===== src/sv/natl_pkg.sv =====
// ----------------------------------------------------------------------------
// natl_pkg: shared types and constants
// Types, codes and protocol constants of the neighbor advertisement target
// link-layer address parser.
// ----------------------------------------------------------------------------
`default_nettype none

package natl_pkg;

    // Field widths.
    localparam int unsigned BYTE_W = 8;
    localparam int unsigned LEN_W  = 12;
    localparam int unsigned OFF_W  = 5;
    localparam int unsigned OBL_W  = 11;
    localparam int unsigned ADDR_W = 64;

    // ICMPv6 constants.
    localparam int unsigned         HDR_BYTES      = 24;
    localparam int unsigned         TARGET_START   = 8;
    localparam logic [BYTE_W-1:0]   NA_TYPE        = 8'd136;
    localparam logic [BYTE_W-1:0]   NA_CODE        = 8'd0;
    localparam logic [BYTE_W-1:0]   TLLA_TYPE      = 8'd2;
    localparam int unsigned         MIN_OPT_BYTES  = 8;
    localparam int unsigned         OPT_UNIT_SHIFT = 3;
    localparam int unsigned         OPT_HDR_BYTES  = 2;

    // Configuration register indexes.
    localparam int unsigned CFG_IDX_W = 1;
    typedef enum logic [CFG_IDX_W-1:0] {
        CFG_TARGET_HIGH = 1'b0,
        CFG_TARGET_LOW  = 1'b1
    } cfg_idx_t;

    // Result queue geometry.
    localparam int unsigned FIFO_DEPTH = 4;
    localparam int unsigned FIFO_PTR_W = 2;
    localparam int unsigned FIFO_CNT_W = 3;

    typedef enum logic [2:0] {
        PH_HEADER,
        PH_OPT_TYPE,
        PH_OPT_LEN,
        PH_SKIP,
        PH_EMIT,
        PH_DONE
    } phase_t;

    typedef enum logic {
        RK_ADDR    = 1'b0,
        RK_VERDICT = 1'b1
    } result_kind_t;

    typedef struct packed {
        logic [BYTE_W-1:0] msg_byte;
        logic              first_byte;
        logic [LEN_W-1:0]  msg_length;
        logic              last_byte;
    } msg_item_t;

    typedef struct packed {
        result_kind_t      result_kind;
        logic [BYTE_W-1:0] addr_byte;
        logic              found;
        logic              last;
    } result_t;

    // Results produced by one parse step, pushed into the result queue.
    typedef struct packed {
        logic              emit;
        logic [BYTE_W-1:0] emit_byte;
        logic              verdict;
        logic              found;
    } push_t;

    typedef struct packed {
        logic                  room2;
        logic [FIFO_CNT_W-1:0] level;
    } fifo_stat_t;

endpackage

`default_nettype wire


===== src/sv/natl_msg_if.sv =====
// ----------------------------------------------------------------------------
// natl_msg_if: message byte channel
// Valid/ready channel that carries one ICMPv6 message byte per transaction.
// ----------------------------------------------------------------------------
`default_nettype none

interface natl_msg_if;
    logic                          valid;
    logic                          ready;
    logic [natl_pkg::BYTE_W-1:0]   msg_byte;
    logic                          first_byte;
    logic [natl_pkg::LEN_W-1:0]    msg_length;
    logic                          last_byte;

    modport source (output valid, msg_byte, first_byte, msg_length, last_byte,
                    input ready);
    modport sink   (input valid, msg_byte, first_byte, msg_length, last_byte,
                    output ready);
endinterface

`default_nettype wire


===== src/sv/natl_res_if.sv =====
// ----------------------------------------------------------------------------
// natl_res_if: result channel
// Valid/ready channel that carries one address byte or verdict per transaction.
// ----------------------------------------------------------------------------
`default_nettype none

interface natl_res_if;
    logic                          valid;
    logic                          ready;
    logic                          result_kind;
    logic [natl_pkg::BYTE_W-1:0]   addr_byte;
    logic                          found;
    logic                          last;

    modport source (output valid, result_kind, addr_byte, found, last,
                    input ready);
    modport sink   (input valid, result_kind, addr_byte, found, last,
                    output ready);
endinterface

`default_nettype wire


===== src/sv/nd_advert_target_lladdr_parser.sv =====
// ----------------------------------------------------------------------------
// nd_advert_target_lladdr_parser: ND advertisement target link-layer parser
// Checks an ICMPv6 neighbor advertisement against a configured target and
// returns the payload of its first target link-layer address option.
// ----------------------------------------------------------------------------
// Usage: message bytes enter on msg_in, one per transaction, with first_byte
// and msg_length on the opening byte and last_byte on the closing one. Each
// payload byte of the first type 2 option leaves on res_out as an address
// result; the closing byte also produces a verdict result with last set.
// The target address is written through cfg_we/cfg_index/cfg_data while no
// message is in flight.
// Throughput is one byte per cycle unless the queue lacks room: each byte
// passes an input register and one parse step, which keeps a single byte of
// parser state update. Results are stored in the result queue before they are
// offered. A closing byte that also carries an address byte puts two results
// into the four-entry result queue; they leave on consecutive transactions.
// When res_out stalls, the queue fills and msg_in.ready drops once fewer than
// two entries are free. Reset empties the queue and returns the parser to the
// header phase with no message started; the target address resets to zero.
// ----------------------------------------------------------------------------
`default_nettype none

module nd_advert_target_lladdr_parser #(
    parameter int unsigned MAX_MESSAGE_BYTES = 2048
) (
    input  wire logic                               clk,
    input  wire logic                               rst_n,
    natl_msg_if.sink                                msg_in,
    natl_res_if.source                              res_out,
    input  wire logic                               cfg_we,
    input  wire logic [natl_pkg::CFG_IDX_W-1:0]     cfg_index,
    input  wire logic [natl_pkg::ADDR_W-1:0]        cfg_data
);

    natl_pkg::push_t        push;
    natl_pkg::fifo_stat_t   fifo_st;

    natl_core #(
        .MAX_MESSAGE_BYTES (MAX_MESSAGE_BYTES)
    ) u_core (
        .clk       (clk),
        .rst_n     (rst_n),
        .msg       (msg_in),
        .cfg_we    (cfg_we),
        .cfg_index (cfg_index),
        .cfg_data  (cfg_data),
        .fifo_st   (fifo_st),
        .push      (push)
    );

    natl_res_fifo u_fifo (
        .clk     (clk),
        .rst_n   (rst_n),
        .push    (push),
        .fifo_st (fifo_st),
        .res     (res_out)
    );

`ifndef SYNTHESIS
    // The parser never pushes into a queue that lacks room for both results.
    a_push_room: assert property (@(posedge clk) disable iff (!rst_n)
        (push.emit || push.verdict) |-> fifo_st.room2)
        else $error("result pushed without room in the queue");

    a_level_bound: assert property (@(posedge clk) disable iff (!rst_n)
        32'(fifo_st.level) <= natl_pkg::FIFO_DEPTH)
        else $error("result queue level exceeds its depth");

    a_verdict_out: assert property (@(posedge clk) disable iff (!rst_n)
        push.verdict |=> res_out.valid)
        else $error("verdict pushed but no result offered");

    a_double_push: assert property (@(posedge clk) disable iff (!rst_n)
        (push.emit && push.verdict && !(res_out.valid && res_out.ready))
        |=> 32'(fifo_st.level) >= 2)
        else $error("two results pushed but queue level too low");
`endif

endmodule

`default_nettype wire


===== src/sv/natl_core.sv =====
// ----------------------------------------------------------------------------
// natl_core: input register and parse step
// Registers each message byte, then runs one step of the header check and
// option walk, updating the parser state and producing up to two results.
// ----------------------------------------------------------------------------
`default_nettype none

module natl_core #(
    parameter int unsigned MAX_MESSAGE_BYTES = 2048
) (
    input  wire logic                               clk,
    input  wire logic                               rst_n,
    natl_msg_if.sink                                msg,
    input  wire logic                               cfg_we,
    input  wire logic [natl_pkg::CFG_IDX_W-1:0]     cfg_index,
    input  wire logic [natl_pkg::ADDR_W-1:0]        cfg_data,
    input  wire natl_pkg::fifo_stat_t               fifo_st,
    output natl_pkg::push_t                         push
);

    logic                                 s1_valid_reg;
    natl_pkg::msg_item_t                  s1_item_reg;
    logic [natl_pkg::ADDR_W-1:0]          tgt_high_reg;
    logic [natl_pkg::ADDR_W-1:0]          tgt_low_reg;

    natl_pkg::phase_t                     phase_reg, phase_next;
    logic [natl_pkg::OFF_W-1:0]           off_reg, off_next;
    logic [natl_pkg::LEN_W-1:0]           rem_reg, rem_next;
    logic [natl_pkg::OBL_W-1:0]           obl_reg, obl_next;
    logic [natl_pkg::BYTE_W-1:0]          otype_reg, otype_next;
    logic                                 hm_reg, hm_next;
    logic                                 af_reg, af_next;

    logic                                 fire;
    logic [natl_pkg::LEN_W-1:0]           len_clamped;
    logic [natl_pkg::OFF_W-1:0]           off_cur;
    logic [2*natl_pkg::ADDR_W-1:0]        tgt;
    logic [3:0]                           tgt_idx;
    logic [natl_pkg::BYTE_W-1:0]          tgt_byte;
    logic [natl_pkg::OBL_W-1:0]           optlen;
    logic [natl_pkg::LEN_W:0]             avail;
    logic [natl_pkg::BYTE_W-1:0]          b;

    // A step runs only when the result queue can take both possible results.
    assign fire      = s1_valid_reg && fifo_st.room2;
    assign msg.ready = !s1_valid_reg || fire;
    assign b         = s1_item_reg.msg_byte;

    always_ff @(posedge clk or negedge rst_n)
    begin
        if (!rst_n)
        begin
            s1_valid_reg <= 1'b0;
        end
        else if (msg.valid && msg.ready)
        begin
            s1_valid_reg <= 1'b1;
        end
        else if (fire)
        begin
            s1_valid_reg <= 1'b0;
        end
    end

    always_ff @(posedge clk)
    begin
        if (msg.valid && msg.ready)
        begin
            s1_item_reg.msg_byte   <= msg.msg_byte;
            s1_item_reg.first_byte <= msg.first_byte;
            s1_item_reg.msg_length <= msg.msg_length;
            s1_item_reg.last_byte  <= msg.last_byte;
        end
    end

    always_ff @(posedge clk or negedge rst_n)
    begin
        if (!rst_n)
        begin
            tgt_high_reg <= '0;
            tgt_low_reg  <= '0;
        end
        else if (cfg_we)
        begin
            case (natl_pkg::cfg_idx_t'(cfg_index))
                natl_pkg::CFG_TARGET_HIGH: tgt_high_reg <= cfg_data;
                natl_pkg::CFG_TARGET_LOW:  tgt_low_reg  <= cfg_data;
                default: ;
            endcase
        end
    end

    // The offset of the byte in hand; an opening byte always sits at offset zero.
    assign off_cur = s1_item_reg.first_byte ? '0 : off_reg;

    // Expected target byte for header offsets 8 to 23, big endian.
    assign tgt      = {tgt_high_reg, tgt_low_reg};
    assign tgt_idx  = 4'(off_cur - natl_pkg::OFF_W'(natl_pkg::TARGET_START));
    assign tgt_byte = tgt[8*(4'd15 - tgt_idx) +: natl_pkg::BYTE_W];

    always_comb
    begin
        if (32'(s1_item_reg.msg_length) > MAX_MESSAGE_BYTES)
        begin
            len_clamped = natl_pkg::LEN_W'(MAX_MESSAGE_BYTES);
        end
        else
        begin
            len_clamped = s1_item_reg.msg_length;
        end
    end

    // The length byte is never an opening byte, so the registered count applies.
    assign optlen = {b, 3'b000};
    assign avail  = {1'b0, rem_reg} + 13'd1;

    always_comb
    begin
        phase_next = phase_reg;
        off_next   = off_reg;
        rem_next   = rem_reg;
        obl_next   = obl_reg;
        otype_next = otype_reg;
        hm_next    = hm_reg;
        af_next    = af_reg;
        push       = '0;

        if (s1_item_reg.first_byte)
        begin
            phase_next = natl_pkg::PH_HEADER;
            off_next   = '0;
            rem_next   = len_clamped;
            obl_next   = '0;
            otype_next = '0;
            hm_next    = (32'(len_clamped) >= natl_pkg::HDR_BYTES);
            af_next    = 1'b0;
        end

        if (rem_next != '0)
        begin
            case (phase_next)
                natl_pkg::PH_HEADER:
                begin
                    if (off_cur == 5'd0 && b != natl_pkg::NA_TYPE)
                    begin
                        hm_next = 1'b0;
                    end
                    else if (off_cur == 5'd1 && b != natl_pkg::NA_CODE)
                    begin
                        hm_next = 1'b0;
                    end
                    else if (32'(off_cur) >= natl_pkg::TARGET_START
                             && 32'(off_cur) < natl_pkg::HDR_BYTES
                             && b != tgt_byte)
                    begin
                        hm_next = 1'b0;
                    end
                    off_next = off_next + 5'd1;
                    rem_next = rem_next - 12'd1;
                    if (32'(off_next) >= natl_pkg::HDR_BYTES)
                    begin
                        phase_next = hm_next ? natl_pkg::PH_OPT_TYPE : natl_pkg::PH_DONE;
                    end
                end
                natl_pkg::PH_OPT_TYPE:
                begin
                    if (32'(rem_next) < natl_pkg::MIN_OPT_BYTES)
                    begin
                        phase_next = natl_pkg::PH_DONE;
                    end
                    else
                    begin
                        otype_next = b;
                        rem_next   = rem_next - 12'd1;
                        phase_next = natl_pkg::PH_OPT_LEN;
                    end
                end
                natl_pkg::PH_OPT_LEN:
                begin
                    // The remaining count already excludes the type byte.
                    if (optlen == '0 || {2'b00, optlen} > avail)
                    begin
                        phase_next = natl_pkg::PH_DONE;
                    end
                    else
                    begin
                        rem_next = rem_next - 12'd1;
                        obl_next = optlen - natl_pkg::OBL_W'(natl_pkg::OPT_HDR_BYTES);
                        if (otype_next == natl_pkg::TLLA_TYPE)
                        begin
                            af_next    = 1'b1;
                            phase_next = natl_pkg::PH_EMIT;
                        end
                        else
                        begin
                            phase_next = natl_pkg::PH_SKIP;
                        end
                    end
                end
                natl_pkg::PH_SKIP:
                begin
                    rem_next = rem_next - 12'd1;
                    if (obl_next != '0)
                    begin
                        obl_next = obl_next - 11'd1;
                    end
                    if (obl_next == '0)
                    begin
                        phase_next = natl_pkg::PH_OPT_TYPE;
                    end
                end
                natl_pkg::PH_EMIT:
                begin
                    rem_next       = rem_next - 12'd1;
                    push.emit      = fire;
                    push.emit_byte = b;
                    if (obl_next != '0)
                    begin
                        obl_next = obl_next - 11'd1;
                    end
                    if (obl_next == '0)
                    begin
                        phase_next = natl_pkg::PH_DONE;
                    end
                end
                default: ;
            endcase
        end

        if (s1_item_reg.last_byte)
        begin
            push.verdict = fire;
            push.found   = hm_next && af_next;
            phase_next   = natl_pkg::PH_DONE;
            rem_next     = '0;
            obl_next     = '0;
            af_next      = 1'b0;
        end
    end

    always_ff @(posedge clk or negedge rst_n)
    begin
        if (!rst_n)
        begin
            phase_reg <= natl_pkg::PH_HEADER;
            off_reg   <= '0;
            rem_reg   <= '0;
            obl_reg   <= '0;
            otype_reg <= '0;
            hm_reg    <= 1'b1;
            af_reg    <= 1'b0;
        end
        else if (fire)
        begin
            phase_reg <= phase_next;
            off_reg   <= off_next;
            rem_reg   <= rem_next;
            obl_reg   <= obl_next;
            otype_reg <= otype_next;
            hm_reg    <= hm_next;
            af_reg    <= af_next;
        end
    end

endmodule

`default_nettype wire


===== src/sv/natl_res_fifo.sv =====
// ----------------------------------------------------------------------------
// natl_res_fifo: result queue
// Four-entry queue that takes up to two results per cycle and presents them
// one per transaction on the result channel.
// ----------------------------------------------------------------------------
`default_nettype none

module natl_res_fifo (
    input  wire logic                   clk,
    input  wire logic                   rst_n,
    input  wire natl_pkg::push_t        push,
    output natl_pkg::fifo_stat_t        fifo_st,
    natl_res_if.source                  res
);

    natl_pkg::result_t                        mem [natl_pkg::FIFO_DEPTH];
    logic [natl_pkg::FIFO_PTR_W-1:0]          wr_ptr_reg, wr_ptr_next;
    logic [natl_pkg::FIFO_PTR_W-1:0]          rd_ptr_reg, rd_ptr_next;
    logic [natl_pkg::FIFO_CNT_W-1:0]          cnt_reg, cnt_next;
    logic [natl_pkg::FIFO_PTR_W-1:0]          verdict_ptr;
    logic                                     pop;
    natl_pkg::result_t                        emit_ent;
    natl_pkg::result_t                        verdict_ent;
    natl_pkg::result_t                        head;

    assign pop         = res.valid && res.ready;
    assign verdict_ptr = wr_ptr_reg + natl_pkg::FIFO_PTR_W'(push.emit);

    always_comb
    begin
        emit_ent.result_kind    = natl_pkg::RK_ADDR;
        emit_ent.addr_byte      = push.emit_byte;
        emit_ent.found          = 1'b0;
        emit_ent.last           = 1'b0;
        verdict_ent.result_kind = natl_pkg::RK_VERDICT;
        verdict_ent.addr_byte   = '0;
        verdict_ent.found       = push.found;
        verdict_ent.last        = 1'b1;
    end

    always_ff @(posedge clk)
    begin
        if (push.emit)
        begin
            mem[wr_ptr_reg] <= emit_ent;
        end
        if (push.verdict)
        begin
            mem[verdict_ptr] <= verdict_ent;
        end
    end

    always_comb
    begin
        wr_ptr_next = wr_ptr_reg + natl_pkg::FIFO_PTR_W'(push.emit)
                                 + natl_pkg::FIFO_PTR_W'(push.verdict);
        rd_ptr_next = rd_ptr_reg + natl_pkg::FIFO_PTR_W'(pop);
        cnt_next    = cnt_reg + natl_pkg::FIFO_CNT_W'(push.emit)
                              + natl_pkg::FIFO_CNT_W'(push.verdict)
                              - natl_pkg::FIFO_CNT_W'(pop);
    end

    always_ff @(posedge clk or negedge rst_n)
    begin
        if (!rst_n)
        begin
            wr_ptr_reg <= '0;
            rd_ptr_reg <= '0;
            cnt_reg    <= '0;
        end
        else
        begin
            wr_ptr_reg <= wr_ptr_next;
            rd_ptr_reg <= rd_ptr_next;
            cnt_reg    <= cnt_next;
        end
    end

    assign head            = mem[rd_ptr_reg];
    assign res.valid       = (cnt_reg != '0);
    assign res.result_kind = head.result_kind;
    assign res.addr_byte   = head.addr_byte;
    assign res.found       = head.found;
    assign res.last        = head.last;

    // Room for two is judged on the registered count, ignoring a same-cycle pop.
    assign fifo_st.room2 = (32'(cnt_reg) <= natl_pkg::FIFO_DEPTH - 2);
    assign fifo_st.level = cnt_reg;

endmodule

`default_nettype wire

===== src/flat_wrapper.sv =====
// flat-port wrapper written by rule: the top's interface ports become plain ports
module nd_advert_target_lladdr_parser_flat 
#(
    parameter int unsigned MAX_MESSAGE_BYTES = 2048
)
  (clk, rst_n, cfg_we, cfg_index, cfg_data, msg_in_valid, msg_in_msg_byte, msg_in_first_byte, msg_in_msg_length, msg_in_last_byte, msg_in_ready, res_out_valid, res_out_result_kind, res_out_addr_byte, res_out_found, res_out_last, res_out_ready);
  natl_msg_if msg_in_i ();
  natl_res_if res_out_i ();
  input  wire logic clk;
  input  wire logic rst_n;
  input  wire logic cfg_we;
  input  wire logic [natl_pkg::CFG_IDX_W-1:0] cfg_index;
  input  wire logic [natl_pkg::ADDR_W-1:0] cfg_data;
  input wire logic [$bits(msg_in_i.valid)-1:0] msg_in_valid;
  input wire logic [$bits(msg_in_i.msg_byte)-1:0] msg_in_msg_byte;
  input wire logic [$bits(msg_in_i.first_byte)-1:0] msg_in_first_byte;
  input wire logic [$bits(msg_in_i.msg_length)-1:0] msg_in_msg_length;
  input wire logic [$bits(msg_in_i.last_byte)-1:0] msg_in_last_byte;
  output wire logic [$bits(msg_in_i.ready)-1:0] msg_in_ready;
  output wire logic [$bits(res_out_i.valid)-1:0] res_out_valid;
  output wire logic [$bits(res_out_i.result_kind)-1:0] res_out_result_kind;
  output wire logic [$bits(res_out_i.addr_byte)-1:0] res_out_addr_byte;
  output wire logic [$bits(res_out_i.found)-1:0] res_out_found;
  output wire logic [$bits(res_out_i.last)-1:0] res_out_last;
  input wire logic [$bits(res_out_i.ready)-1:0] res_out_ready;
  assign msg_in_i.valid = msg_in_valid;
  assign msg_in_i.msg_byte = msg_in_msg_byte;
  assign msg_in_i.first_byte = msg_in_first_byte;
  assign msg_in_i.msg_length = msg_in_msg_length;
  assign msg_in_i.last_byte = msg_in_last_byte;
  assign msg_in_ready = msg_in_i.ready;
  assign res_out_valid = res_out_i.valid;
  assign res_out_result_kind = res_out_i.result_kind;
  assign res_out_addr_byte = res_out_i.addr_byte;
  assign res_out_found = res_out_i.found;
  assign res_out_last = res_out_i.last;
  assign res_out_i.ready = res_out_ready;
  nd_advert_target_lladdr_parser #(.MAX_MESSAGE_BYTES(MAX_MESSAGE_BYTES)) u_core (.clk(clk), .rst_n(rst_n), .msg_in(msg_in_i), .res_out(res_out_i), .cfg_we(cfg_we), .cfg_index(cfg_index), .cfg_data(cfg_data));
endmodule

===== config.mk =====
export PLATFORM = sky130hd
export DESIGN_NAME = nd_advert_target_lladdr_parser_flat
export DESIGN_NICKNAME = d
export VERILOG_FILES = /design/src/sv/natl_pkg.sv /design/src/sv/natl_msg_if.sv /design/src/sv/natl_res_if.sv /design/src/sv/nd_advert_target_lladdr_parser.sv /design/src/sv/natl_core.sv /design/src/sv/natl_res_fifo.sv /design/src/flat_wrapper.sv
export SDC_FILE = /design/constraint.sdc
export NUM_CORES = 1
export LEC_CHECK = 0
export BUFFER_PORTS_ARGS = -buffer_cell sky130_fd_sc_hd__buf_2
export CAP_MARGIN = 0
export CORE_MARGIN = 5
export CORE_UTILIZATION = 40
export CTS_BUF_LIST = sky130_fd_sc_hd__clkbuf_4
export DETAILED_ROUTE_END_ITERATION = 10
export GPL_ROUTABILITY_DRIVEN = 0
export PLACE_DENSITY = 0.66
export SYNTH_ARGS = -nofsm -noshare
export SYNTH_HDL_FRONTEND = slang
export SYNTH_SLANG_ARGS = --single-unit

===== constraint.sdc =====
create_clock -name clk -period 6.6 [get_ports clk]
set_input_delay 0.66 -clock clk [delete_from_list [all_inputs] [get_ports clk]]
set_output_delay 0.66 -clock clk [all_outputs]
set_load 0.05 [all_outputs]

## Yosys cells after proc, flatten, opt, wreduce, memory -nomap -nowiden

Memory sizes are Yosys's and may differ from the RTL's.
Cells that the tools add are included.

| cells by class | value |
|---|---|
| add/sub/neg operators | 13 |
| order comparisons | 8 |
| eq/ne operators | 8 |
| shift-type cells | 1 |
| muxes and demuxes | 58 |
| bitwise logic cells | 1 |
| reductions and logical operators | 24 |

Operators with widths:

| operator | number |
|---|---|
| $shiftx 128x33->8 | 1 |
| $mux 11 | 9 |
| $mux 12 | 6 |
| $pmux 12 s3 | 1 |
| $logic_not 11->1 | 3 |
| $pmux 11 s3 | 1 |
| $mux 8 | 4 |
| $mux 3 | 10 |
| $mux 1 | 20 |
| $mux 9 | 2 |
| $mux 5 | 3 |
| $pmux 3 s5 | 1 |
| $add 12x1->13 const B | 1 |
| $gt 11x13->1 | 1 |
| $ge 12x5->1 const B | 1 |
| $gt 12x12->1 const B | 1 |
| $lt 12x4->1 const B | 1 |
| $reduce_bool 12->1 | 1 |
| $sub 12x1->12 const B | 1 |
| $reduce_bool 11->1 | 1 |
| $sub 11x1->11 const B | 1 |
| $sub 11x2->11 const B | 1 |
| $eq 8x2->1 const B | 1 |
| $logic_and 1x1->1 | 8 |
| other kinds (27) | 33 |

| storage, ports and cells | value |
|---|---|
| register bits after elaboration | 199 |
| RAM bits | 44 |
| input port bits | 92 |
| output and inout port bits | 13 |
| memories kept | 1 |

Memory list:

| name | depth | bits a word | rd ports | clocked after memory_dff | write ports | RTL line | text |
|---|---|---|---|---|---|---|---|
| u_core.u_fifo.mem | 4 | 11 | 1 | 0 | 2 | natl_res_fifo.sv:16 | `natl_pkg::result_t mem [natl_pkg::FIFO_DEPTH];` |

## Depth between registers and ports, before layout

Gate-level depths: netlist of run 1.

| depth | value |
|---|---|
| depth after elaboration | 17 |
| gate-level depth with buffers | 15 |
| gate-level depth less buffers | 14 |

## By module

From an unflattened synthesis of run 1, not the netlist that was laid out.

| unflattened totals | value |
|---|---|
| cell total of the unflattened synthesis | 1238 |
| area, all modules | 13030.0 µm² |

Modules (own cells, without submodules):

| module | times used | cells an instance | area an instance (µm²) |
|---|---|---|---|
| natl_core | 1 | 1056 | 10931.7 |
| natl_res_fifo | 1 | 182 | 2098.3 |

## Least setup slack after synthesis of run 1

No wires, ideal clock.

| timing path | value |
|---|---|
| path type | register to register |
| start | reg u_core.u_core.s1_item_reg[13] in the netlist's numbering |
| end | mem u_core.u_fifo.mem[2][1] in the netlist's numbering, data pin |
| setup time | 255 ps |
| data arrival time | 2979 ps |
| data required time | 6345 ps |
| slack | 3366 ps |
| stages on the path, launching flop included | 12 |
| path buffers | 2 |
| period minus slack after synthesis | 3234 ps |
| path through | edfxtp_1 -> nor2b_1 -> buf_2 -> a22o_1 -> or4b_4 -> o31ai_4 -> nor2_2 -> ha_1 -> xnor2_1 -> nor3_1 -> clkbuf_1 -> and2_1 |

RTL lines:

| what | RTL line | text |
|---|---|---|
| from (decl) | natl_core.sv:22 | `natl_pkg::msg_item_t s1_item_reg;` |
| to (decl) | natl_res_fifo.sv:16 |  |

==> flow_summary.ini, run 1 <==
[status]
status = complete, no violations

[logic_synthesis]
synth_top_area_frac = 0.348
synth_edf_count = 26
ys_ff_latch = 239
ys_async_sr_fraction = 0.741
synthFlopType = dfrtp_1
synth_nets = 1259
synthCells = 1145
synthTopCellsByArea = dfrtp_1 35%, mux2_2 14%, edfxtp_1 6.2%
yosys_warnings = 0
syn_avg_cell_area_um2 = 11.1
yosysUniqueCellTypes = 88
yosysTopAreaCell = dfrtp_1
seq_area_frac_synth = 0.468
syn_area_mm2 = 0.0127

[clocking]
cts_resized = 0
tritoncts = done
clock-sinks = 239
cts-root-buf = clkbuf_4
path_clk_slew_ps = 60
cts_setup_buffers = 0
clock_latency_ps = 660
clock_path_buffers = 3
cts_inserted_buffers = 67
htreeDepth = 3
ctsHoldBuffers = 0

[timing]
fin_setup_tns_ps = 0
tightestPinTransition_ps = 1210
timing.final.hold_violations = 0
drv_slew = 0
final-setup-viol-count = 0
rsz0062_at_grt = false
finalClockSkew_ps = 39.7
max_freq_ghz = 0.228
fin_crit_sh = 0.666
relSlewSlack = 0.189
period_needed_ps = 4390

[worst_setup_path]
critPathKind = reg2reg
cp-start-kind = register
critPathCapture = u_core.u_fifo.mem[0][1]
worst_setup_path_end_kind = register
crit_fanout = 34
r2r_end = u_core.u_fifo.mem[0][1]
critPathLaunch = u_core.u_core.s1_item_reg[13]
r2r_cells = 10
r2r_start = u_core.u_core.s1_item_reg[13]
reg2reg_slack_ps = 2210
cp_data_required_time_ps = 6970
worstPathArrival_ps = 4760

[route]
routed_via_density = 5.60
drt-total-wl_um = 31900
dr.pass1.iters = 5
drc = 0
ant_nets = 0
vias = 9553
drtIter0Drc = 693
drt-wirelength-per-cell_um = 18.7

[power_and_ir_drop]
power_mw = 5.76
vdd_drop_max_v = 0.000197
powerDensity_mw_per_mm2 = 402
p_leak_nw = 6.06

[global_routing]
grt_pass1_vias = 9722
overflow = 0
track_usage = 0.181
grt_max_degree = 107
grt_pass1_wl_um = 52000
antenna_found_initial = 1

[final_layout]
final_cells = 1706
layout-drive-gt1-share = 0.323
final_nets = 1367
fill_cells = 2938
area_growth_pct = 13.1
utilization = 0.456

[floorplanning]
die_w_um = 188
rows = 65
core-area_mm2 = 0.0314
io_pins = 105
initial_core_util = 0.404
die_area_mm2 = 0.0353
die_h_um = 188

[placed_design]
post-place-cells = 1586
dpl.hpwl_um = 22100
io_buffers = 104

[hold_path]
hold_class = in2async

[flow_run]
maxCapViolations = 0
==> Yosys cell counts (all sizes together) (14+ instances only) <==
master and n:
nor2 89, mux2 153, nand2b 24, nand2 78, inv 20, nor3 27
and2 14, buf 33, clkbuf 42, edfxtp 26, dfrtp 176, xnor2 21
mux2i 51, o21ai 36, nand3 23, a221oi 17, a21oi 40, a22o 20
ha 20, dfxtp 36
==> power by group <==
group / switching [mW] / internal [mW]
Clock: 0.620 / 0.752
Combinational: 1.30 / 0.922
Sequential: 0.357 / 1.81
Total: 2.28 / 3.48
==> routing by layer <==
layer	vias to the layer above	share of wire	GRT usage
li1	4474	-	-
met1	4746	0.47	0.252
met2	290	0.46	0.283
met3	43	0.054	0.0352
met4	0	0.019	0.0618
met5	-	0	0
==> worst min-delay path by stage <==
stage | end | from | cells after the start
6_report | u_core.u_core.tgt_low_reg[41] | rst_n | 1
5_1_grt | u_core.u_core.s1_item_reg[7] | msg_in_msg_length[6] | 1
4_1_cts | u_core.u_core.s1_item_reg[7] | msg_in_msg_length[6] | 1
3_5_place_dp | u_core.u_fifo.mem[3][0] | u_core.u_fifo.mem[3][0] | 1
3_3_place_gp | u_core.u_fifo.mem[3][0] | u_core.u_fifo.mem[3][0] | 1
2_1_floorplan | u_core.u_core.af_reg | rst_n | 0
==> logic make-up after synthesis <==
group	after synthesis	share of synthesized area
AND/OR/NAND/NOR	313	0.123
flip-flops	239	0.468
AO/OA/AOI/OAI	228	0.135
multiplexers	214	0.194
buffers and inverters	95	0.0333
XOR/XNOR	34	0.0235
adder cells (fa/ha/maj)	22	0.0229
==> cell type report <==
class                           instances  area, µm²  area share
Timing Repair Buffer                  114        602      0.0420
Sequential cell                       239       5930       0.414
Antenna cell                            1       2.50    0.000175
Clock buffer                          103        773      0.0540
Tap cell                              402        503      0.0351
Clock inverter                         16        104     0.00725
Inverter                               20       75.1     0.00524
Multi-Input combinational cell        811       6340       0.442
==> critical path: stages (launching register included) <==
cell and delay (ps):
edfxtp_1 320, buf_4 340, inv_2 320, a22o_1 360, or4b_4 580, o31ai_4 540, nor2_2 150, ha_1 250
xor2_1 190, nor3_1 860, or2_1 210
==> cell usage in the layout, fill, tap and decap left out, types with 10 or more instances in the layout <==
| cell type | n |
|---|---|
| o22a_1 | 10 |
| a221oi_1 | 17 |
| edfxtp_1 | 26 |
| and3_1 | 10 |
| ha_1 | 20 |
| o21ai_0 | 29 |
| a22oi_1 | 11 |
| nand2_1 | 76 |
| clkbuf_4 | 103 |
| nor3_1 | 26 |
| a22o_1 | 20 |
| and2_1 | 14 |
| a21oi_1 | 39 |
| mux2_2 | 153 |
| a21o_1 | 11 |
| dfxtp_1 | 36 |
| buf_2 | 103 |
| inv_1 | 19 |
| nand3_1 | 21 |
| mux4_2 | 10 |
| xor2_1 | 13 |
| xnor2_1 | 21 |
| nor2_1 | 88 |
| nand2b_1 | 24 |
| dfrtp_1 | 175 |
| mux2i_1 | 51 |
| buf_4 | 10 |
==> through the flow <==
stage	area (µm²)	hold slack, ps	setup WS, ps
global route	14300	131	1920
detailed placement	13500	439	2210
global placement	13500	430	2290
CTS	14300	121	2260
floorplan	12700	364	3370
finish	14300	156	2210
(Power assumes the default switching activity.)
==> run 2: changes to the inputs <==
--- a/config.mk
+++ b/config.mk
@@ -5,6 +5,7 @@
 export SDC_FILE = /design/constraint.sdc
 export NUM_CORES = 1
 export LEC_CHECK = 0
+export ABC_AREA = 1
 export BUFFER_PORTS_ARGS = -buffer_cell sky130_fd_sc_hd__buf_2
 export CAP_MARGIN = 0
 export CORE_MARGIN = 5
==> constraint.sdc (replaced) <==
create_clock -name clk -period 4.4 [get_ports clk]
set_input_delay 0.44 -clock clk [delete_from_list [all_inputs] [get_ports clk]]
set_output_delay 0.44 -clock clk [all_outputs]
set_load 0.05 [all_outputs]
==> flow_summary.ini, run 2 <==
[status]
status = complete, no violations

[placed_design]
place_ws_ps = 631
io_buffers = 104
post-place-cells = 2255
dpl.hpwl_um = 25200
place_area_mm2 = 0.0140

[worst_setup_path]
worst_setup_path_end_kind = register
cp_slowest_cell = edfxtp_1
worstPathArrival_ps = 4160
critPathKind = reg2reg
r2r_end = u_core.u_fifo.mem[1][1]
critPathTopFamily = simple AND/OR/NAND/NOR gates
r2r_start = u_core.u_core.s1_item_reg[13]
cp.depth = 17
reg2reg_slack_ps = 690
worstPathCellList = buf_4 > buf_4 > nor2_1 > inv_1 > nand2_1 > nor2_2 > nand4_4 > nand2_4 > inv_2 > ha_1 > or2_2 > nand2_1 > inv_1 > nor3_2 > buf_4 > inv_1 > nand2_1
max_stage_delay_ps = 630
crit_fanout = 18
critPathCapture = u_core.u_fifo.mem[1][1]
critPathLaunch = u_core.u_core.s1_item_reg[13]
cp-start-kind = register
cp_data_required_time_ps = 4850
r2r_cells = 17
worstPathBufferInverterCount = 7

[route]
ant_nets = 0
drc = 0
routed_via_density = 5.09
drt-wirelength-per-cell_um = 15.2
vias = 12400
dr.pass1.iters = 5
drt-total-wl_um = 37100
drtIter0Drc = 961

[global_routing]
antenna_found_initial = 2
track_usage = 0.205
grt_pass1_vias = 12100
overflow = 0
grt_max_degree = 129
grt_pass1_wl_um = 61300

[logic_synthesis]
synthMuxAreaShare = 0
synthAdderAreaFrac = 0.0219
yosysTopAreaCell = dfrtp_1
synthCells = 1779
synth_compound_area_frac = 0.118
syn_avg_cell_area_um2 = 7.43
yosys.area_share.simple = 0.302
synth_most_common_cell = nand2_1
syn_area_mm2 = 0.0132
ys_async_sr_fraction = 0.741
synth_common_cells = 512 x nand2_1, 206 x o21ai_0, 205 x nand3_1, 182 x inv_1, 176 x dfrtp_1
synthTopCellsByArea = dfrtp_1 33%, nand2_1 15%, o21ai_0 7.8%
seq_area_frac_synth = 0.448
synth_nets = 1893
synthXorXnorAreaFrac = 0.0179
synth_top_area_frac = 0.333
yosys_warnings = 0
yosysUniqueCellTypes = 53
ys_ff_latch = 239
synth_edf_count = 26
synthFlopType = dfrtp_1
synth_top_family_by_area = simple AND/OR/NAND/NOR gates

[final_layout]
fill_cells = 3265
final_common_cell = nand2_1
utilization = 0.476
area_growth_pct = 17.4
final_nets = 2064
final_cells = 2444
layout-drive-gt1-share = 0.152
fin_area_mm2 = 0.0155
final_cell_mix = 510 x nand2_1, 206 x o21ai_0, 205 x nand3_1, 182 x inv_1, 176 x dfrtp_1

[timing]
tightestPinTransition_ps = 1190
max_freq_ghz = 0.270
relSlewSlack = 0.207
finalClockSkew_ps = 89.8
worst_slack_ps = 690
period_needed_ps = 3710
rsz0062_at_grt = false
fin_crit_sh = 0.843
drv_slew = 0
timing.final.hold_violations = 0
hold_slack_ps = 47.6
final-setup-viol-count = 0
fin_setup_tns_ps = 0

[clocking]
clock_latency_ps = 740
clock_path_buffers = 3
cts_inserted_buffers = 69
cts_setup_buffers = 0
path_clk_slew_ps = 70
tritoncts = done
htreeDepth = 3
cts_resized = 0
clock-sinks = 239
cts-root-buf = clkbuf_4

[floorplanning]
core-area_mm2 = 0.0326
die_w_um = 192
die_area_mm2 = 0.0368
io_pins = 105
initial_core_util = 0.405
die_h_um = 192
rows = 66

[hold_path]
hold_class = in2reg

[power_and_ir_drop]
powerDensity_mw_per_mm2 = 605
p_leak_nw = 7.66
vdd_drop_max_v = 0.000308
power_mw = 9.39

[flow_run]
maxCapViolations = 0
[run 2: final cells by class]
cell class | instances | area (µm²) | share of cell area
diodes | 4 | 10.0 | 0.000644
clock buffers | 99 | 743 | 0.0479
clock inverters | 20 | 131 | 0.00846
inverters | 202 | 763 | 0.0491
multi-input cells | 1254 | 6090 | 0.392
flip-flops and latches | 239 | 5930 | 0.382
well taps | 442 | 553 | 0.0356
repair buffers | 184 | 1310 | 0.0840
[run 2: metal layers]
layer  up-vias  share of wire  GRT usage
li1       6138              -          -
met1      5850           0.46      0.280
met2       369           0.45      0.321
met3        72          0.063     0.0438
met4         0          0.028     0.0787
met5         -              0          0
[run 2: what timing repair did]
action / in CTS / in global routing
endpoints found under the hold margin: 199 / 0
hold buffers: 66 / 0
setup endpoints to repair: 0 / 0
[run 2: how the worst min path moves through the flow]
| stage | start | end | slack (ps) | depth (start not counted) |
|---|---|---|---|---|
| floorplan | rst_n | u_core.u_core.af_reg | 140 | 0 |
| global placement | u_core.u_fifo.mem[0][0] | u_core.u_fifo.mem[0][0] | 430 | 2 |
| detailed placement | u_core.u_fifo.mem[0][0] | u_core.u_fifo.mem[0][0] | 440 | 2 |
| CTS | cfg_data[29] | u_core.u_core.tgt_low_reg[29] | 0.8 | 3 |
| global route | cfg_data[52] | u_core.u_core.tgt_low_reg[52] | 3 | 3 |
| finish | cfg_data[42] | u_core.u_core.tgt_high_reg[42] | 50 | 3 |
[run 2: report_power, final]
part           leakage [nW]  internal (mW)  switching [mW]
Combinational          4.37           1.25            2.83
Sequential             2.76           2.76           0.426
Clock                 0.524           1.15           0.976
Total                  7.66           5.16            4.23
[run 2: logic make-up after synthesis]
group                    after synthesis
flip-flops                           239
adder cells (fa/ha/maj)               22
XOR/XNOR                              27
AND/OR/NAND/NOR                      910
AO/OA/AOI/OAI                        295
buffers and inverters                286
[run 2: worst register-to-register path, stage by stage, from the launching register on]
cell	delay [ps]
edfxtp_1	630
buf_4	250
buf_4	310
nor2_1	90
inv_1	70
nand2_1	110
nor2_2	230
nand4_4	310
nand2_4	230
inv_2	70
ha_1	190
or2_2	290
nand2_1	170
inv_1	90
nor3_2	150
buf_4	180
inv_1	70
nand2_1	70
==> run 3: changes to the inputs <==
--- a/config.mk
+++ b/config.mk
@@ -5,7 +5,7 @@
 export SDC_FILE = /design/constraint.sdc
 export NUM_CORES = 1
 export LEC_CHECK = 0
-export ABC_AREA = 1
+export ABC_AREA = 0
 export BUFFER_PORTS_ARGS = -buffer_cell sky130_fd_sc_hd__buf_2
 export CAP_MARGIN = 0
 export CORE_MARGIN = 5
==> constraint.sdc (replaced) <==
create_clock -name clk -period 3.5 [get_ports clk]
set_input_delay 0.35 -clock clk [delete_from_list [all_inputs] [get_ports clk]]
set_output_delay 0.35 -clock clk [all_outputs]
set_load 0.05 [all_outputs]
==> flow_summary.ini, run 3 (synthesis gave the netlist of run 1 again) <==
[worst_setup_path]
crit_fanout = 18
worstPathCellList = buf_4 > nand3_1 > nor2_4 > nand3_1 > xor2_1 > ha_1 > nand4_1 > nor2_1 > a21oi_1 > mux2_2 > a21oi_2 > buf_12 > a31oi_1 > a311oi_2 > and2_1
worstPathArrival_ps = 3850
cpMostUsedCell = nand3_1
cp-start-kind = register
max_stage_delay_ps = 420
r2r_cells = 15
r2r_start = u_core.u_core.rem_reg[0]
critPathKind = reg2reg
r2r_end = u_core.u_fifo.mem[3][1]
critPathTopFamily = simple AND/OR/NAND/NOR gates
worstPathBufferInverterCount = 2
cp_slowest_cell = dfrtp_1
reg2reg_slack_ps = 170
worst_setup_path_end_kind = register
cp_data_required_time_ps = 4020

[global_routing]
overflow = 0
grt_pass1_wl_um = 55500
antenna_found_initial = 1
track_usage = 0.192
grt_max_degree = 91
grt_pass1_vias = 10300

[power_and_ir_drop]
power_switching_share = 0.396
vdd_drop_max_v = 0.000361
p_leak_nw = 6.62
p_sw_mw = 4.47
pwr-share-clk = 0.233
p_int_mw = 6.83
pwr-share-seq = 0.355
powerDensity_mw_per_mm2 = 727
p_comb_frac = 0.413

[route]
drc = 0
routed_via_density = 5.56
dr.pass1.iters = 5
drtIter0Drc = 772
drt-wirelength-per-cell_um = 18.8
vias = 10200
drt-total-wl_um = 34300
ant_nets = 0

[floorplanning]
initial_core_util = 0.404
die_w_um = 188
rows = 65
die_area_mm2 = 0.0353
io_pins = 105
core-area_mm2 = 0.0314
die_h_um = 188

[timing]
max_freq_ghz = 0.300
hold_slack_ps = 77.1
finalClockSkew_ps = 48.1
drv_slew = 0
relSlewSlack = 0.354
timing.final.hold_violations = 0
fin_crit_sh = 0.952
fin_setup_tns_ps = 0
tightestPinTransition_ps = 969
period_needed_ps = 3330
final-setup-viol-count = 0
rsz0062_at_grt = false

[hold_path]
hp-start = res_out_ready
min_delay_path_depth = 3
min_to = u_core.u_fifo.rd_ptr_reg[0]
hold_class = in2reg

[clocking]
clock_latency_ps = 680
htreeDepth = 3
clock_path_buffers = 3
clock-sinks = 239
cts-root-buf = clkbuf_4
tritoncts = done
cts_inserted_buffers = 68
path_clk_slew_ps = 70

[final_layout]
fill_cells = 2836
area_growth_pct = 22.8
final_cells = 1827
layout-drive-gt1-share = 0.319
seqCellArea_mm2 = 0.00593
final_cell_mix = 175 x dfrtp_1, 153 x mux2_2, 103 x buf_2, 98 x clkbuf_4, 88 x dlygate4sd3_1
final_common_cell = dfrtp_1
final_nets = 1491
multi_input_area_mm2 = 0.00638

[placed_design]
io_buffers = 104
dpl.hpwl_um = 23100
post-place-cells = 1619

[status]
status = complete, no violations

[flow_run]
maxCapViolations = 0
[run 3: cell types whose count changed in the layout (fill, tap and decap cells not counted), sizes merged, moves of 38 or more]
cell and delta:
mux2i +51, nor2 -38, o21ai -185, mux2 +153
nand2 -448, inv -183, nand3 -186
[run 3: power groups by stage]
stage                     Combinational (mW)  Sequential (mW)  Clock, mW
after floorplan                         3.49             3.70          0
after global placement                  4.44             4.02          0
after detailed placement                4.51             4.03          0
after CTS                               4.61             3.99       2.71
after global routing                    5.06             4.08       2.85
final                                   4.66             4.01       2.63
[run 3: final cells by class]
type | instances | area share
multi-input combinational | 811 | 0.410
clock inverter | 19 | 0.00837
tap | 402 | 0.0323
antenna | 1 | 0.000161
sequential | 239 | 0.382
inverter | 20 | 0.00483
timing repair buffer | 237 | 0.115
clock buffer | 98 | 0.0473
[run 3: tightest hold or removal path, cell delays in order]
cell and delay [ps]:
buf_2 70, and2_1 160, ha_1 130
[run 3: what timing repair did]
| action | CTS | global route |
|---|---|---|
| hold endpoints to repair | 237 | 0 |
| setup buffers | 0 | 2 |
| resized for setup | 0 | 9 |
| hold buffers | 88 | 0 |
| setup endpoints to repair | 0 | 9 |
[run 3: how the worst max path moves through the flow]
stage                             startpoint                      end  cells after the start  slack [ps]
2_1_floorplan  u_core.u_core.s1_item_reg[13]  u_core.u_fifo.mem[2][1]                     11         270
3_3_place_gp        u_core.u_core.off_reg[2]  u_core.u_fifo.mem[0][1]                      8         300
3_5_place_dp        u_core.u_core.off_reg[1]  u_core.u_fifo.mem[2][1]                      8         180
4_1_cts             u_core.u_core.off_reg[1]  u_core.u_fifo.mem[3][1]                      8         120
5_1_grt             u_core.u_core.rem_reg[0]  u_core.u_fifo.mem[2][1]                     15          10
6_report            u_core.u_core.rem_reg[0]  u_core.u_fifo.mem[3][1]                     15         170
[run 3: layer usage]
layer / vias to the layer above / routed length (µm) / GRT usage
met5: - / 0 / 0
met4: 0 / 771 / 0.0559
li1: 4714 / - / -
met3: 69 / 2010 / 0.0376
met2: 369 / 15400 / 0.297
met1: 4999 / 16100 / 0.275
[run 3: stage by stage]
| stage | setup slack [ps] | util | total power [mW] | area (µm²) |
|---|---|---|---|---|
| CTS | 119 | 0.494 | 11.3 | 15500 |
| floorplan | 266 | - | 7.20 | 12700 |
| finish | 168 | 0.495 | 11.3 | 15600 |
| detailed placement | 181 | 0.438 | 8.54 | 13800 |
| global placement | 296 | 0.438 | 8.46 | 13800 |
| global route | 10.7 | 0.495 | 12.0 | 15600 |
